===== src/sv/bapg_pkg.sv =====
// Shared types, constants and palette of the bitmap/attribute pixel generator.
package bapg_pkg;

    // display memory geometry
    localparam int unsigned MEM_DEPTH  = 6912;
    localparam int unsigned ADDR_W     = 13;
    localparam logic [ADDR_W-1:0] MEM_LAST = ADDR_W'(MEM_DEPTH - 1);
    localparam logic [ADDR_W-1:0] ATTR_BASE = 13'h1800;

    // CPU window of the display memory
    localparam logic [2:0] WIN_PAGE = 3'b010;

    localparam logic [7:0] FLASH_PERIOD_RST = 8'd16;

    typedef enum logic [1:0] {
        OP_WRITE = 2'd0,
        OP_TICK  = 2'd1,
        OP_PIXEL = 2'd2,
        OP_NONE  = 2'd3
    } t_opcode;

    typedef enum logic {
        ST_CLEAR,
        ST_RUN
    } t_state;

    typedef struct packed {
        logic [1:0]  opcode;
        logic [15:0] cpu_address;
        logic [7:0]  write_data;
        logic [7:0]  pixel_x;
        logic [7:0]  pixel_y;
    } t_in_item;

    typedef struct packed {
        logic [3:0]  color_index;
        logic [31:0] argb_color;
    } t_out_item;

    // pixel request in flight between address issue and shading
    typedef struct packed {
        logic       valid;
        logic [2:0] bit_pos;
        logic       pix_ok;
        logic       attr_ok;
        logic       phase;
    } t_pix_ctl;

    localparam logic [31:0] PALETTE [16] = '{
        32'hFF000000, 32'hFF0000D7, 32'hFFD70000, 32'hFFD700D7,
        32'hFF00D700, 32'hFF00D7D7, 32'hFFD7D700, 32'hFFD7D7D7,
        32'hFF000000, 32'hFF0000FF, 32'hFFFF0000, 32'hFFFF00FF,
        32'hFF00FF00, 32'hFF00FFFF, 32'hFFFFFF00, 32'hFFFFFFFF
    };

endpackage


===== src/sv/bapg_shade.sv =====
// Attribute decode, flash swap, palette lookup and output register.
module bapg_shade
    import bapg_pkg::*;
(
    input  logic      i_clk,
    input  logic      i_rst_n,
    input  t_pix_ctl  i_ctl,
    input  logic [7:0] i_pix_byte,
    input  logic [7:0] i_attr_byte,
    input  logic      i_out_ready,
    output logic      o_load_ok,
    output logic      o_out_valid,
    output t_out_item o_out_data
);

    logic       r_valid;
    logic       n_valid;
    t_out_item  r_data;
    t_out_item  n_data;
    logic [7:0] pix;
    logic [7:0] attr;
    logic       bit_on;
    logic [2:0] ink;
    logic [2:0] paper;
    logic [3:0] col;

    assign o_load_ok = !r_valid || i_out_ready;

    // mask bytes read beyond the display memory
    always_comb begin
        pix    = i_ctl.pix_ok  ? i_pix_byte  : 8'h00;
        attr   = i_ctl.attr_ok ? i_attr_byte : 8'h00;
        bit_on = pix[3'd7 - i_ctl.bit_pos];
        if (attr[7] && i_ctl.phase) begin
            ink   = attr[5:3];
            paper = attr[2:0];
        end else begin
            ink   = attr[2:0];
            paper = attr[5:3];
        end
        col = {attr[6], bit_on ? ink : paper};
        n_data.color_index = col;
        n_data.argb_color  = PALETTE[col];
    end

    // load a new result when the slot is free or being drained
    always_comb begin
        n_valid = r_valid;
        if (o_load_ok) begin
            n_valid = i_ctl.valid;
        end
    end

    always_ff @(posedge i_clk) begin
        if (!i_rst_n) begin
            r_valid <= 1'b0;
        end else begin
            r_valid <= n_valid;
        end
    end

    always_ff @(posedge i_clk) begin
        if (o_load_ok && i_ctl.valid) begin
            r_data <= n_data;
        end
    end

    assign o_out_valid = r_valid;
    assign o_out_data  = r_data;

endmodule


===== config.mk =====
export PLATFORM = sky130hd
export DESIGN_NAME = bapg_shade
export DESIGN_NICKNAME = d
export VERILOG_FILES = /design/src/sv/bapg_pkg.sv /design/src/sv/bapg_shade.sv
export SDC_FILE = /design/constraint.sdc
export NUM_CORES = 1
export LEC_CHECK = 0
export ABC_AREA = 0
export BUFFER_PORTS_ARGS = -buffer_cell sky130_fd_sc_hd__buf_2
export CORE_MARGIN = 8
export CORE_UTILIZATION = 36
export DETAILED_ROUTE_END_ITERATION = 7
export GPL_ROUTABILITY_DRIVEN = 0
export PLACE_DENSITY_LB_ADDON = 0.05
export SYNTH_ARGS = -nofsm -noshare
export SYNTH_HDL_FRONTEND = slang
export SYNTH_SLANG_ARGS = --single-unit
export TNS_END_PERCENT = 5

===== constraint.sdc =====
create_clock -name i_clk -period 2.1 [get_ports i_clk]
set_input_delay 0.42 -clock i_clk [delete_from_list [all_inputs] [get_ports i_clk]]
set_output_delay 0.42 -clock i_clk [all_outputs]
set_load 0.005 [all_outputs]

==> results of run 1 <==
==> cells in the final DEF, fill, tap and decap left out <==
cell	netlist	routed
conb_1	1	8
and2_1	2	2
a21boi_0	1	1
o21ai_1	3	3
o21ai_0	1	1
nand3_1	4	4
mux2i_1	1	1
inv_1	3	3
buf_2	0	55
clkbuf_1	0	1
mux4_1	2	2
a21oi_1	3	3
nand2b_1	1	1
edfxtp_1	7	7
nor3_1	1	1
mux2_4	1	1
dfxtp_1	1	1
clkbuf_4	0	3
a21oi_4	1	1
a21boi_1	3	3
nand2_1	2	2
==> worst paths after layout <==
path                            slack [ns]              to
worst max register to register        1.07  o_out_data[33]
worst min register to register        0.52     o_out_valid
worst max-delay path                  0.38  o_out_data[33]
worst min-delay path                  0.42     o_out_valid
==> stage by stage <==
| stage | utilization | std cells | worst slack, ns | hold slack [ns] |
|---|---|---|---|---|
| after global placement | 0.452 | 125 | 0.119 | 0.519 |
| final | 0.467 | 129 | 0.385 | 0.420 |
| after CTS | 0.467 | 129 | 0.396 | 0.410 |
| after detailed placement | 0.452 | 125 | 0.137 | 0.525 |
| after global routing | 0.467 | 129 | 0.302 | 0.415 |
| after floorplan | - | 74 | 0.324 | 0.537 |
==> final cells by class <==
type                            count  area, sq um  area share
Timing Repair Buffer               55          275       0.338
Multi-Input combinational cell     34          240       0.295
Sequential cell                     8          230       0.283
Tap cell                           25         31.3      0.0384
Clock buffer                        4         26.3      0.0323
Inverter                            3         11.3      0.0138
==> routing by layer <==
layer,part of all wire,track usage
met5,0,0
met2,0.37,0.106
met4,0,0.0205
met1,0.42,0.0971
met3,0.20,0.0672
==> state kept, by name (all words and copies together) (netlist names) <==
signal / flops
o_out_valid: 1
o_out_data: 7
==> Yosys cell counts, drive strengths merged <==
master  count  area, sq um
and2        2         12.5
inv         3         11.3
conb        1         3.75
nor3        1         5.00
nand2b      1         6.26
mux2i       1         10.0
mux2        1         15.0
mux4        2         52.6
edfxtp      7          210
a21oi       4         31.3
buf        29          218
nand3       4         20.0
nand2       2         7.51
o21ai       4         20.0
a21boi      4         30.0
dfxtp       1         20.0
==> kinds of logic (layout without fill, tap and decap cells) <==
logic type / Yosys count / in the layout
AO/OA/AOI/OAI: 12 / 12
multiplexers: 4 / 4
buffers and inverters: 32 / 62
AND/OR/NAND/NOR: 10 / 10
other: 1 / 8
flip-flops: 8 / 8
==> report_power, final <==
| group | internal (W) | switching [W] | total (W) |
|---|---|---|---|
| sequential | 0.000187 | 0.00000812 | 0.000196 |
| clock | 0.0000725 | 0.0000489 | 0.000121 |
| combinational | 0.0000651 | 0.0000587 | 0.000124 |
| total | 0.000325 | 0.000116 | 0.000441 |
==> worst reg2reg max path, stage by stage, from the launching register on <==
cell and delay, ns:
dfxtp_1 0.31, nand2b_1 0.09, and2_1 0.31
==> flow_metrics.env, run 1 <==
export IMPL_stdcell_area_sq_um=815
export IMPL_p_total_w=0.000441
export IMPL_cts_path_max_buffers=2
export IMPL_final_setup_viol_count=0
export IMPL_path_depth=6
export IMPL_hold_start="i_ctl[6]"
export IMPL_coreArea_sq_um=1750
export IMPL_dpl_instance_area_sq_um=788
export IMPL_numCtsBuffers=3
export IMPL_timing_critical_path_buf_inv=1
export IMPL_min_path_type="primary input to flop"
export IMPL_cpLargestDelayFamily="multiplexers"
export IMPL_num_io_pins=64
export IMPL_slew_violations=0
export IMPL_syn_inst=67
export IMPL_cap_violations=0
export IMPL_cts_tree="built"
export IMPL_crit_fanout=3
export IMPL_power_density_nw_per_um2=541
export IMPL_ant_nets=0
export IMPL_overflow=0
export IMPL_irDropWorstVdd_mv=0.226
export IMPL_crit_arrival_ns=1.81
export IMPL_chipHeight_microns=59.2
export IMPL_areaGrowthSynthToFinish_pct=21.0
export IMPL_slowest_stage="mux4_1"
export IMPL_initial_core_util=0.386
export IMPL_drt_vias_per_instance=4.16
export IMPL_skew_ns=0.00486
export IMPL_die_area_sq_um=3510
export IMPL_grt_pass1_vias=547
export IMPL_grt_pass1_wl_microns=2280
export IMPL_cp_cell_sequence="buf_2 > mux4_1 > mux2_4 > a21oi_4 > o21ai_1 > a21boi_1"
export IMPL_htree_num_levels=1
export IMPL_syn_area_sq_um=673
export IMPL_vias=537
export IMPL_die_w_microns=59.2
export IMPL_ys_ff_latch=8
export IMPL_fillers=180
export IMPL_port_buffers=55
export IMPL_worstSkewPairLatency_ns=0.25
export IMPL_synth_compound_area_frac=0.121
export IMPL_avgRoutedWirePerCell_microns=11.9
export IMPL_critPathCaptureType="flop"
export IMPL_fin_crit_ns=1.72
export IMPL_gr_usage_all_layers=0.0813
export IMPL_max_freq_mhz=583
export IMPL_critPathLaunch="i_ctl[4]"
export IMPL_required_ns=2.20
export IMPL_drive_above_1_share=0.577
export IMPL_grt_max_degree=8
export IMPL_grt_antenna_before_repair=0
export IMPL_reg2reg_depth=2
export IMPL_synth_warnings=0
export IMPL_ctsHoldBuffers=0
export IMPL_synth_top_family_by_area="buffers and inverters"
export IMPL_ctsResizeCount=0
export IMPL_rows=15
export IMPL_cpPeakStageDelay_ns=0.56
export IMPL_leakagePower_nw=0.439
export IMPL_avgSynthCellArea_sq_um=10.0
export IMPL_drc_errors=0
export IMPL_status="completed"
export IMPL_diodes=0
export IMPL_crit_path_start_kind="primary input"
export IMPL_dr_pass1_iters=4
export IMPL_synth_fa_ha_area_frac=0
export IMPL_routed_wirelength_microns=1540
export IMPL_synth_xor_area_frac=0
export IMPL_fin_nets=131
export IMPL_yosysSeqAreaShare=0.342
export IMPL_clockRootBuffer="clkbuf_4"
export IMPL_path_clk_slew_ns=0.05
export IMPL_drtIter0Drc=14
export IMPL_cts_setup_buffers=0
export IMPL_yosys_cell_types_count=19
export IMPL_cts_sinks=8
export IMPL_hold_viol=0
export IMPL_totalNegativeSetupSlack_ns=0
export IMPL_r2r_start="o_out_valid"
export IMPL_synth_simple_gate_area_share=0.0762
export IMPL_crit_type="primary input to flop"
export IMPL_fin_crit_sh=0.817
export IMPL_rsz0062_at_grt="no"
export IMPL_hpwl_microns=1410
export IMPL_min_delay_path_depth=3
export IMPL_synthMuxAreaShare=0.115
Power figures use the tool's default switching activity.
==> run 2, diff against run 1 <==
Settings changed: CORE_UTILIZATION 36 to 32.
Clock period 2.1 ns to 1.4 ns, I/O delays scaled along.
==> run 2 against run 1 <==
  * The run now ends with setup timing left
  * Final cell count up 3.1%
  * Non-clock buffer count up 2
  * First-iteration DRC count down 86%
  * Core utilization down 3.3 points
  * Sequential share of layout area down 1.5 points
  * Clock skew down 0.0042 ns
  * Worst hold slack worse by 0.14 ns
  * Combinational power up 66%
  * Clock power up 50%
  * Design area up 5.5%
  * Largest cell class unchanged
==> flow_metrics.env, run 2 (synthesis gave the netlist of run 1 again) <==
export IMPL_status="finished with violations"
export IMPL_violations="setup timing"
export IMPL_whs_ns=0.282
export IMPL_layout_common_cells="buf_2, conb_1, edfxtp_1"
export IMPL_critPathCaptureType="flop"
export IMPL_ant_nets=0
export IMPL_ctsHoldBuffers=0
export IMPL_diodes=0
export IMPL_utilization=0.434
export IMPL_die_w_microns=61.9
export IMPL_grt_max_degree=8
export IMPL_grt_use_met1=0.0987
export IMPL_crit_arrival_ns=1.48
export IMPL_path_clk_slew_ns=0.05
export IMPL_cp_cell_sequence="buf_6 > mux4_2 > mux2i_1 > o21ai_0 > nand3_1 > a21oi_1"
export IMPL_grt_use_met2=0.106
export IMPL_worstSkewPairLatency_ns=0.25
export IMPL_leakagePower_nw=0.447
export IMPL_final_setup_viol_count=6
export IMPL_dr_pass1_iters=3
export IMPL_power_density_nw_per_um2=792
export IMPL_die_area_sq_um=3830
export IMPL_drive_above_1_share=0.670
export IMPL_slew_violations=0
export IMPL_routed_wirelength_microns=1570
export IMPL_clock_power_share=0.268
export IMPL_overflow=0
export IMPL_slowest_stage="mux4_2"
export IMPL_irDropWorstVdd_mv=0.468
export IMPL_internal_power_w=0.000498
export IMPL_max_freq_mhz=671
export IMPL_layout_setup_ws_ns=-0.0906
export IMPL_cts_sinks=8
export IMPL_grt_antenna_before_repair=0
export IMPL_port_buffers=55
export IMPL_htree_num_levels=1
export IMPL_seq_power_share=0.430
export IMPL_drc_errors=0
export IMPL_fin_crit_ns=1.49
export IMPL_drt_vias_per_instance=4.03
export IMPL_areaGrowthSynthToFinish_pct=27.7
export IMPL_required_ns=1.39
export IMPL_largest_register_ffs=7
export IMPL_busiest_layer="met2"
export IMPL_num_io_pins=64
export IMPL_crit_fanout=3
export IMPL_p_total_w=0.000680
export IMPL_min_delay_path_depth=2
export IMPL_avgRoutedWirePerCell_microns=11.8
export IMPL_skew_ns=0.000695
export IMPL_crit_type="primary input to flop"
export IMPL_crit_path_start_kind="primary input"
export IMPL_switching_share=0.268
export IMPL_hpwl_microns=1440
export IMPL_dpl_instance_area_sq_um=815
export IMPL_reg2reg_depth=2
export IMPL_min_path_type="primary input to flop"
export IMPL_fin_crit_sh=1.06
export IMPL_coreArea_sq_um=1980
export IMPL_chipHeight_microns=61.9
export IMPL_clockRootBuffer="clkbuf_4"
export IMPL_numCtsBuffers=3
export IMPL_cpPeakStageDelay_ns=0.49
export IMPL_fin_nets=133
export IMPL_cts_setup_buffers=0
export IMPL_initial_core_util=0.340
export IMPL_layout_commonest_cell="buf_2"
export IMPL_cap_violations=0
export IMPL_grt_pass1_wl_microns=2230
export IMPL_grt_pass1_vias=558
export IMPL_p_switching_w=0.000182
export IMPL_worst_r2r_setup_slack_ns=0.37
export IMPL_rows=16
export IMPL_drtIter0Drc=2
export IMPL_gr_usage_all_layers=0.0766
export IMPL_grt_met3_usage=0.0432
export IMPL_cts_path_max_buffers=2
export IMPL_vias=536
export IMPL_comb_power_share=0.302
export IMPL_stdcell_area_sq_um=860
export IMPL_hold_viol=0
export IMPL_rsz0062_at_grt="yes"
export IMPL_cts_tree="built"
## run 2: cell types whose count changed in the layout (fill, tap and decap cells not counted), moves of 2 or more
cell	delta
mux4_2	+2
buf_4	+2
mux4_1	-2
o21ai_2	+3
o21ai_1	-3
## run 2: path summary, 6_finish.rpt
kind                     from        endpoint
hold / removal        i_rst_n     o_out_valid
setup reg to reg  o_out_valid  o_out_data[34]
setup / recovery     i_ctl[4]  o_out_data[13]
hold reg to reg   o_out_valid     o_out_valid
## run 2: critical path, delay by kind of cell
kind | cells | cell delay, ns
muxes | 2 | 0.71
AOI/OAI and AO/OA | 2 | 0.25
and+or+nand+nor | 1 | 0.16
buffers and inverters | 1 | 0.08
## run 2: area by class of cell
cell class / count / area (sq um)
Clock buffer: 4 / 26.3
Fill cell: 206 / 1120
Inverter: 3 / 11.3
Multi-Input combinational cell: 34 / 262
Sequential cell: 8 / 230
Tap cell: 27 / 33.8
Timing Repair Buffer: 57 / 297
## run 2: metrics by stage
| stage | setup slack [ns] | TNS [ns] | std cells |
|---|---|---|---|
| after global routing | -0.138 | -0.749 | 133 |
| final | -0.0906 | -0.431 | 133 |
| after CTS | -0.0736 | -0.358 | 133 |
| after floorplan | -0.156 | -0.933 | 74 |
| after detailed placement | -0.374 | -2.16 | 129 |
| after global placement | -0.367 | -2.09 | 129 |
## run 2: repair_timing
action / in CTS / in global routing
setup endpoints to repair: 6 / 6
resized for setup: 1 / 3
hold endpoints to repair: 0 / 0
## run 2: power by group through the flow
stage	clock network, W	logic [W]	registers [W]
6_report	0.000182	0.000206	0.000292
5_1_grt	0.000217	0.000227	0.000297
4_1_cts	0.000191	0.000204	0.000293
3_5_place_dp	0	0.000201	0.000298
3_3_place_gp	0	0.000202	0.000297
2_1_floorplan	0	0.000159	0.000302
## run 2: routing by layer
metal	up-vias	share of wire	wire length, microns
li1	272	-	-
met1	222	0.39	618
met2	42	0.43	670
met3	0	0.18	279
met4	0	0	0
met5	-	0	0
